<file path="src/fat32_tsp_pkg.sv">
`default_nettype none
package fat32_tsp_pkg;

	// Field widths, fixed by the FAT32 boot sector layout.
	localparam int TOTAL_W = 32;
	localparam int SPC_W   = 8;
	localparam int RSV_W   = 16;
	localparam int COPY_W  = 8;
	localparam int CLUS_W  = 28;

	// Table geometry: 4-byte entries in 512-byte sectors, two reserved entries.
	localparam int SECTOR_BYTES        = 512;
	localparam int ENTRY_BYTES         = 4;
	localparam int RESERVED_ENTRIES    = 2;
	localparam int ENTRIES_PER_SECTOR  = SECTOR_BYTES / ENTRY_BYTES;
	localparam int ENT_SHIFT           = $clog2(ENTRIES_PER_SECTOR);
	localparam int ENTRY_PAD           = RESERVED_ENTRIES + ENTRIES_PER_SECTOR - 1;

	// Sectors per FAT copy: enough for the largest legal cluster count.
	localparam int FAT_W = CLUS_W + 1 - ENT_SHIFT;

	// Widths of the intermediate values.
	localparam int PROD_W = COPY_W + FAT_W;
	localparam int META_W = ((PROD_W > RSV_W) ? PROD_W : RSV_W) + 1;

	// Largest legal cluster count.
	localparam logic [CLUS_W-1:0] CLUSTER_LIMIT = 28'hFFFFFF5;

	// Iteration limit and counter widths.
	localparam int MAX_ROUNDS = 64;
	localparam int ROUND_W    = $clog2(MAX_ROUNDS + 1);
	localparam int CNT_W      = $clog2(TOTAL_W);

endpackage
`default_nettype wire

</file>
<file path="src/fat32_tsp_in_if.sv">
`default_nettype none
interface fat32_tsp_in_if;
	import fat32_tsp_pkg::*;

	logic                valid;
	logic                ready;
	logic [TOTAL_W-1:0]  vol_sectors;
	logic [SPC_W-1:0]    clus_sectors;
	logic [RSV_W-1:0]    rsv_sectors;
	logic [COPY_W-1:0]   copy_count;

	modport source (
		output valid, vol_sectors, clus_sectors, rsv_sectors, copy_count,
		input  ready
	);

	modport sink (
		input  valid, vol_sectors, clus_sectors, rsv_sectors, copy_count,
		output ready
	);

endinterface
`default_nettype wire

</file>
<file path="src/fat32_tsp_out_if.sv">
`default_nettype none
interface fat32_tsp_out_if;
	import fat32_tsp_pkg::*;

	logic               valid;
	logic               ready;
	logic               plan_ok;
	logic [FAT_W-1:0]   table_sectors;
	logic [CLUS_W-1:0]  cluster_count;

	modport source (
		output valid, plan_ok, table_sectors, cluster_count,
		input  ready
	);

	modport sink (
		input  valid, plan_ok, table_sectors, cluster_count,
		output ready
	);

endinterface
`default_nettype wire

</file>
<file path="src/fat32_table_size_planner_unit.sv">
`default_nettype none
// FAT32 table size planner. A request carries the volume's total sectors,
// sectors per cluster, reserved sectors and FAT copy count; the response gives
// the sectors per FAT copy and the data cluster count, or plan_ok low with
// both fields zero when the volume cannot be planned. Starting from a guess of
// one FAT sector, each round runs a bit-serial multiply of the copy count by
// the guess, subtracts the metadata, runs a one-bit-per-cycle restoring
// divider for the cluster count and then checks the table need. A request
// usually takes two or three rounds and at most 64; a zero cluster size,
// reserved count or copy count is answered without a round, and other
// failures end at the round in which they appear. A new request is taken
// while the previous response still waits in the output register.
module fat32_table_size_planner_unit (
	input  wire logic          clk,
	input  wire logic          arst_n,
	fat32_tsp_in_if.sink       req,
	fat32_tsp_out_if.source    rsp
);
	import fat32_tsp_pkg::*;

	typedef enum logic [2:0] {
		ST_IDLE,
		ST_MUL,
		ST_META,
		ST_DIV,
		ST_CHECK,
		ST_FIN
	} state_t;

	state_t              state_q;
	logic [TOTAL_W-1:0]  total_q;
	logic [SPC_W-1:0]    spc_q;
	logic [RSV_W-1:0]    rsv_q;
	logic [COPY_W-1:0]   copy_sh_q;
	logic [COPY_W-1:0]   copies_q;
	logic [FAT_W-1:0]    guess_q;
	logic [PROD_W-1:0]   prod_q;
	logic [TOTAL_W-1:0]  dq_q;
	logic [SPC_W-1:0]    rem_q;
	logic [CNT_W-1:0]    cnt_q;
	logic [ROUND_W-1:0]  round_q;
	logic                res_ok_q;
	logic [FAT_W-1:0]    res_fat_q;
	logic [CLUS_W-1:0]   res_clus_q;
	logic                out_valid_q;
	logic                out_ok_q;
	logic [FAT_W-1:0]    out_fat_q;
	logic [CLUS_W-1:0]   out_clus_q;

	logic [PROD_W-1:0]   prod_next;
	logic [META_W-1:0]   meta;
	logic                no_room;
	logic [SPC_W:0]      trial;
	logic                trial_ge;
	logic [SPC_W:0]      trial_diff;
	logic                clus_bad;
	logic [CLUS_W:0]     need_sum;
	logic [FAT_W-1:0]    need;
	logic                in_xfer;
	logic                out_free;

	assign req.ready = (state_q == ST_IDLE);
	assign in_xfer   = req.valid && req.ready;
	assign out_free  = !out_valid_q || rsp.ready;

	assign rsp.valid         = out_valid_q;
	assign rsp.plan_ok       = out_ok_q;
	assign rsp.table_sectors = out_fat_q;
	assign rsp.cluster_count = out_clus_q;

	// Shift-and-add multiply step, copy count taken most significant bit first.
	always_comb begin
		prod_next = {prod_q[PROD_W-2:0], 1'b0};
		if (copy_sh_q[COPY_W-1]) begin
			prod_next = prod_next + PROD_W'(guess_q);
		end
	end

	// Metadata sectors and the room check.
	assign meta    = META_W'(rsv_q) + META_W'(prod_q);
	assign no_room = TOTAL_W'(meta) >= total_q;

	// Restoring division step: one quotient bit shifts into the dividend word.
	assign trial      = {rem_q, dq_q[TOTAL_W-1]};
	assign trial_ge   = trial >= {1'b0, spc_q};
	assign trial_diff = trial - {1'b0, spc_q};

	// Cluster range check and the sectors that the table needs.
	assign clus_bad = (dq_q == '0) || (dq_q > TOTAL_W'(CLUSTER_LIMIT));
	assign need_sum = {1'b0, dq_q[CLUS_W-1:0]} + (CLUS_W+1)'(ENTRY_PAD);
	assign need     = need_sum[CLUS_W:ENT_SHIFT];

	// Sequencer, datapath registers and the output register.
	always_ff @(posedge clk or negedge arst_n) begin
		if (!arst_n) begin
			state_q     <= ST_IDLE;
			out_valid_q <= 1'b0;
		end else begin
			// A response leaving while none is loaded empties the output register.
			if (out_valid_q && rsp.ready && state_q != ST_FIN) begin
				out_valid_q <= 1'b0;
			end
			case (state_q)
				ST_IDLE: begin
					if (in_xfer) begin
						total_q    <= req.vol_sectors;
						spc_q      <= req.clus_sectors;
						rsv_q      <= req.rsv_sectors;
						copies_q   <= req.copy_count;
						copy_sh_q  <= req.copy_count;
						guess_q    <= FAT_W'(1);
						prod_q     <= '0;
						cnt_q      <= '0;
						round_q    <= '0;
						res_ok_q   <= 1'b0;
						res_fat_q  <= '0;
						res_clus_q <= '0;
						if (req.clus_sectors == '0 || req.rsv_sectors == '0 ||
						    req.copy_count == '0) begin
							state_q <= ST_FIN;
						end else begin
							state_q <= ST_MUL;
						end
					end
				end
				ST_MUL: begin
					prod_q    <= prod_next;
					copy_sh_q <= {copy_sh_q[COPY_W-2:0], 1'b0};
					cnt_q     <= cnt_q + 1'b1;
					if (cnt_q == CNT_W'(COPY_W - 1)) begin
						cnt_q   <= '0;
						state_q <= ST_META;
					end
				end
				ST_META: begin
					if (no_room) begin
						state_q <= ST_FIN;
					end else begin
						dq_q    <= total_q - TOTAL_W'(meta);
						rem_q   <= '0;
						state_q <= ST_DIV;
					end
				end
				ST_DIV: begin
					rem_q <= trial_ge ? trial_diff[SPC_W-1:0] : trial[SPC_W-1:0];
					dq_q  <= {dq_q[TOTAL_W-2:0], trial_ge};
					cnt_q <= cnt_q + 1'b1;
					if (cnt_q == CNT_W'(TOTAL_W - 1)) begin
						cnt_q   <= '0;
						state_q <= ST_CHECK;
					end
				end
				ST_CHECK: begin
					if (clus_bad) begin
						state_q <= ST_FIN;
					end else if (need <= guess_q) begin
						res_ok_q   <= 1'b1;
						res_fat_q  <= guess_q;
						res_clus_q <= dq_q[CLUS_W-1:0];
						state_q    <= ST_FIN;
					end else if (round_q == ROUND_W'(MAX_ROUNDS - 1)) begin
						state_q <= ST_FIN;
					end else begin
						guess_q   <= need;
						round_q   <= round_q + 1'b1;
						prod_q    <= '0;
						copy_sh_q <= copies_q;
						state_q   <= ST_MUL;
					end
				end
				ST_FIN: begin
					if (out_free) begin
						out_valid_q <= 1'b1;
						out_ok_q    <= res_ok_q;
						out_fat_q   <= res_fat_q;
						out_clus_q  <= res_clus_q;
						state_q     <= ST_IDLE;
					end
				end
				default: begin
					state_q <= ST_IDLE;
				end
			endcase
		end
	end

endmodule
`default_nettype wire
</file>
<file path="src/flat_wrapper.sv">
// flat-port wrapper written by rule: the top's interface ports become plain ports
module fat32_table_size_planner_unit_flat import fat32_tsp_pkg::*;
  (clk, arst_n, req_valid, req_vol_sectors, req_clus_sectors, req_rsv_sectors, req_copy_count, req_ready, rsp_valid, rsp_plan_ok, rsp_table_sectors, rsp_cluster_count, rsp_ready);
  fat32_tsp_in_if req_i ();
  fat32_tsp_out_if rsp_i ();
  input  wire logic clk;
  input  wire logic arst_n;
  input wire logic [$bits(req_i.valid)-1:0] req_valid;
  input wire logic [$bits(req_i.vol_sectors)-1:0] req_vol_sectors;
  input wire logic [$bits(req_i.clus_sectors)-1:0] req_clus_sectors;
  input wire logic [$bits(req_i.rsv_sectors)-1:0] req_rsv_sectors;
  input wire logic [$bits(req_i.copy_count)-1:0] req_copy_count;
  output wire logic [$bits(req_i.ready)-1:0] req_ready;
  output wire logic [$bits(rsp_i.valid)-1:0] rsp_valid;
  output wire logic [$bits(rsp_i.plan_ok)-1:0] rsp_plan_ok;
  output wire logic [$bits(rsp_i.table_sectors)-1:0] rsp_table_sectors;
  output wire logic [$bits(rsp_i.cluster_count)-1:0] rsp_cluster_count;
  input wire logic [$bits(rsp_i.ready)-1:0] rsp_ready;
  assign req_i.valid = req_valid;
  assign req_i.vol_sectors = req_vol_sectors;
  assign req_i.clus_sectors = req_clus_sectors;
  assign req_i.rsv_sectors = req_rsv_sectors;
  assign req_i.copy_count = req_copy_count;
  assign req_ready = req_i.ready;
  assign rsp_valid = rsp_i.valid;
  assign rsp_plan_ok = rsp_i.plan_ok;
  assign rsp_table_sectors = rsp_i.table_sectors;
  assign rsp_cluster_count = rsp_i.cluster_count;
  assign rsp_i.ready = rsp_ready;
  fat32_table_size_planner_unit u_core (.clk(clk), .arst_n(arst_n), .req(req_i), .rsp(rsp_i));
endmodule
</file>
<file path="config.mk">
export PLATFORM = sky130hd
export DESIGN_NAME = fat32_table_size_planner_unit_flat
export DESIGN_NICKNAME = d
export VERILOG_FILES = /design/src/fat32_tsp_pkg.sv /design/src/fat32_tsp_in_if.sv /design/src/fat32_tsp_out_if.sv /design/src/fat32_table_size_planner_unit.sv /design/src/flat_wrapper.sv
export SDC_FILE = /design/constraint.sdc
export NUM_CORES = 1
export LEC_CHECK = 0
export BUFFER_PORTS_ARGS = -buffer_cell sky130_fd_sc_hd__buf_2
export CORE_ASPECT_RATIO = 0.8
export CORE_MARGIN = 4
export CORE_UTILIZATION = 41
export CTS_CLUSTER_SIZE = 16
export DETAILED_ROUTE_END_ITERATION = 8
export SYNTH_ARGS = -nofsm -noshare
export SYNTH_HDL_FRONTEND = slang
export SYNTH_SLANG_ARGS = --single-unit
</file>
<file path="constraint.sdc">
create_clock -name clk -period 5.7 [get_ports clk]
set_clock_uncertainty 0.1 [all_clocks]
set_input_delay 0.285 -clock clk [delete_from_list [all_inputs] [get_ports clk]]
set_output_delay 0.285 -clock clk [all_outputs]
set_load 0.005 [all_outputs]
</file>
==> impl_metrics.csv <==
group,metric,value,unit
drt,detail-route-antenna-nets,0,
global_routing,track_usage,0.1952,
setup_path,max_stage_delay,0.46,ns
logic_synthesis,ys_seq_area_frac,0.5388,
power_and_ir_drop,total_power,10.65,mW
sta,fin_tns_setup,0,ns
setup_path,critPathLaunchType,"flip-flop",
setup_path,cp-end-kind,"flip-flop",
cts,cts_made_buffers,30,
logic_synthesis,netlist.area_leader.share,0.5324,
drt,drtPass1Iterations,5,
global_routing,use_met3,0.02400,
cells_and_area,layout-drive-gt1-share,0.1384,
hold_path,min_path_type,"in -> reg",
logic_synthesis,synth-seq-cells,282,
die,std_cell_rows,63,
global_routing,antenna_found_initial,0,
logic_synthesis,ys.flop_type,"edfxtp_1",
power_and_ir_drop,p_switching,4.277,mW
cells_and_area,syn2layout_area_growth,19.38,%
setup_path,cp_max_fo,7,
sta,drv_slew,0,
global_routing,grt_first_pass_wirelength,63.88,mm
sta,max_freq,189.2,MHz
sta,tightest_slew,1.054,ns
sta,finalCriticalPeriod,5.285,ns
cells_and_area,num_antenna_cells,0,
cells_and_area,final-seq-area,8448,um^2
setup_path,rrSetupSlack,0.41,ns
logic_synthesis,synth_top_cell_by_area,"edfxtp_1",
cells_and_area,multiInputGateArea,6874,um^2
placed_design,dp_slack,0.4565,ns
setup_path,r2r_start,"u_core.prod_q[0]",
global_routing,grt_remaining_overflow,0,
cts,cts.path.max_buffers,3,
hold_path,holdPathEnd,"u_core.rsp.valid",
global_routing,met1_usage,0.3062,
outcome,outcome,"finished, final reports clean",
cts,clock_latency,0.59,ns
drt,drt_first_iter_violations,974,
power_and_ir_drop,ir_drop,0.3296,mV
setup_path,r2r_cells,19,
drt,routed_wl,40.96,mm
power_and_ir_drop,pwr-share-seq,0.310,
setup_path,r2r-end,"u_core.dq_q[28]",
logic_synthesis,synth_area,15680,um^2
die,die_y,182.9,um
power_and_ir_drop,powerDensity,568.8,nW/um^2
power_and_ir_drop,pwr-share-comb,0.481,
logic_synthesis,syn_avg_cell_area,11.14,um^2
drt,route.vias.total,11640,
cts,clock-sinks,282,
logic_synthesis,synth_nets,1580,
cells_and_area,post-route-util,0.5000,
power_and_ir_drop,clkPwrFrac,0.209,
logic_synthesis,yosys_warnings,0,
drt,routedWlPerCell,19.38,um
sta,hold_viol,0,
sta,worst_slack,0.4147,ns
setup_path,crit_chain,"ha_1 > fa_1 > a21o_1 > a21oi_1 > o21ai_1 > a311oi_1 > o21ai_0 > a21oi_1 > buf_4 > xor2_1 > ha_1 > nand2_1 > o21ai_1 > a221o_1 > a21o_1 > a2111oi_0 > o21bai_1 > xnor2_1 > a21oi_1",
drt,drcViolationCount,0,
placed_design,port_buffers,120,
cells_and_area,finalNetCount,1775,
cells_and_area,n_fill_cell,3290,
cells_and_area,fin_cells,2113,
logic_synthesis,synth_edf_count,278,
power_and_ir_drop,internal_power,6.370,mW
logic_synthesis,synthDistinctLibCells,78,
sta,hold_ws,0.05199,ns
sta,setup_viol,0,
placed_design,dp.cells,1991,
logic_synthesis,netlist_instances,1407,
die,core_area,37440,um^2
setup_path,arrival,5.49,ns
global_routing,grt_pass1_vias,11250,
die,die_area,41460,um^2
run,drv_cap,0,
cts,clock-root-buffer,"clkbuf_16",
cts,clkTransAtPathRegs,0.07,ns
placed_design,dp_hpwl,30.00,mm
logic_synthesis,synthArstFlopShare,0.01418,
hold_path,hp-start,"rsp_ready",
placed_design,placed_area,16900,um^2
setup_path,path_class,"reg -> reg",
setup_path,cp.required,5.90,ns
power_and_ir_drop,leakage,7.246,nW
sta,finalCritPeriodShare,0.9272,
global_routing,grt_max_degree,53,
die,pin_count,121,
setup_path,cp_slowest_cell,"a2111oi_0",
setup_path,cpMostUsedCell,"a21oi_1",
die,start_util,0.4188,
hold_path,hold_depth,3,
placed_design,place.gp.congestion,0.8830,
global_routing,busiest_layer,"met1",
global_routing,grt.met2_usage,0.2937,
cts,cts-htree-levels,1,
cts,cts_tree,"yes",
die,die_x,226.6,um
cells_and_area,fin_area,18720,um^2
logic_synthesis,synthTopCellsByArea,"edfxtp_1 53%, ha_1 8.1%, xnor2_1 3.6%",
drt,vias_per_cell,5.508,
power_and_ir_drop,p_sw_frac,0.4017,
sta,grt_setup_unrepaired,"false",
sta,slew_headroom,0.2971,
layout make-up:
| cell class | count | area share |
|---|---|---|
| Multi-Input combinational cell | 1019 | 0.3672 |
| Clock inverter | 20 | 0.01811 |
| Clock buffer | 36 | 0.04291 |
| Timing Repair Buffer | 202 | 0.07446 |
| Tap cell | 487 | 0.03255 |
| Inverter | 67 | 0.01343 |
| Sequential cell | 282 | 0.4513 |
cells in the mapped netlist, drive strengths merged, types with 5 or more instances:
cell type and n:
inv 67, a22oi 7, ha 101, xor2 28, nor4 25, o211ai 8, o22ai 5, nor3 36
nand2b 11, a211o 6, and4 10, o21a 19, edfxtp 278, nand4 16, and3 47, xnor2 64
nand3 38, clkbuf 37, nor2b 14, a21oi 108, and2 29, a31oi 14, a21o 27, a211oi 10
a31o 5, mux2i 9, or3 8, o21ai 69, nor2 117, nand2 111, o31ai 6, o21bai 16
layout by cell type, fill, tap and decap left out, types with 7 or more instances in the layout:
master / Yosys / final
edfxtp_1: 278 / 278
buf_2: 0 / 120
nor2_1: 117 / 116
nand2_1: 111 / 111
a21oi_1: 107 / 105
ha_1: 101 / 101
inv_1: 67 / 67
dlygate4sd3_1: 0 / 66
xnor2_1: 64 / 64
o21ai_0: 58 / 58
and3_1: 44 / 43
nand3_1: 38 / 38
nor3_1: 36 / 33
clkbuf_16: 0 / 30
xor2_1: 28 / 28
and2_1: 27 / 27
a21o_1: 26 / 26
nor4_1: 25 / 25
o21a_1: 19 / 19
nand4_1: 16 / 16
o21bai_1: 16 / 16
buf_4: 0 / 15
nor2b_1: 14 / 14
a31oi_1: 13 / 13
nand2b_1: 11 / 11
o21ai_1: 10 / 10
and4_1: 10 / 9
mux2i_1: 9 / 9
or3_1: 8 / 8
o211ai_1: 8 / 8
a211oi_1: 8 / 8
bufinv_16: 0 / 8
a22oi_1: 7 / 7
how the worst max path moves through the flow:
| stage | from | to | slack [ns] | depth (start not counted) |
|---|---|---|---|---|
| after floorplan | u_core.dq_q[1] | u_core.guess_q[0] | 0.24 | 12 |
| after global placement | u_core.prod_q[0] | u_core.dq_q[10] | 0.55 | 20 |
| after detailed placement | u_core.prod_q[0] | u_core.dq_q[28] | 0.46 | 19 |
| after CTS | u_core.prod_q[0] | u_core.dq_q[28] | 0.40 | 19 |
| after global routing | u_core.prod_q[0] | u_core.dq_q[28] | 0.01 | 19 |
| final | u_core.prod_q[0] | u_core.dq_q[28] | 0.41 | 19 |
flip-flops by register name (all words and copies together), names as in the netlist, 16 cells and up:
register and count:
u_core.rsv_q 16, u_core.res_fat_q 22, u_core.res_clus_q 28, u_core.guess_q 22
u_core.rsp.table_sectors 22, u_core.total_q 32, u_core.prod_q 30, u_core.dq_q 32
u_core.rsp.cluster_count 28
timing repair:
item	CTS	global route
endpoints found under the setup margin	0	41
setup buffers	0	0
hold endpoints to repair	76	0
resized for setup	0	3
hold buffers	66	0
cell families after synthesis:
group,after synthesis,share of synthesized area
AND/OR/NAND/NOR,473,0.1495
AO/OA/AOI/OAI,336,0.1407
flip-flops,282,0.5388
buffers and inverters,106,0.02537
adder cells (fa/ha/maj),105,0.08570
XOR/XNOR,92,0.05139
multiplexers,13,0.008618
power by group through the flow:
stage / registers [mW] / clock network [mW] / logic, mW
after floorplan: 3.19 / 0 / 3.81
after global routing: 3.33 / 2.37 / 5.70
after CTS: 3.29 / 2.28 / 5.08
after detailed placement: 3.33 / 0 / 5.00
after global placement: 3.32 / 0 / 4.93
final: 3.30 / 2.23 / 5.12
worst max-delay path, delay by kind of cell (launching register included):
family / cells / cell delay (ns)
buffers and inverters: 1 / 0.18
adder cells (fa/ha/maj): 3 / 0.97
XOR/XNOR: 2 / 0.41
flip-flops: 1 / 0.42
AND/OR/NAND/NOR: 1 / 0.18
AO/OA/AOI/OAI: 12 / 2.74
per-layer routing:
layer  wire length (um)  vias up
met3               2437       44
met2              17760      357
met5                  0        -
li1                   -     5668
met4                695        0
met1              20060     5570
(Power assumes the default switching activity.)
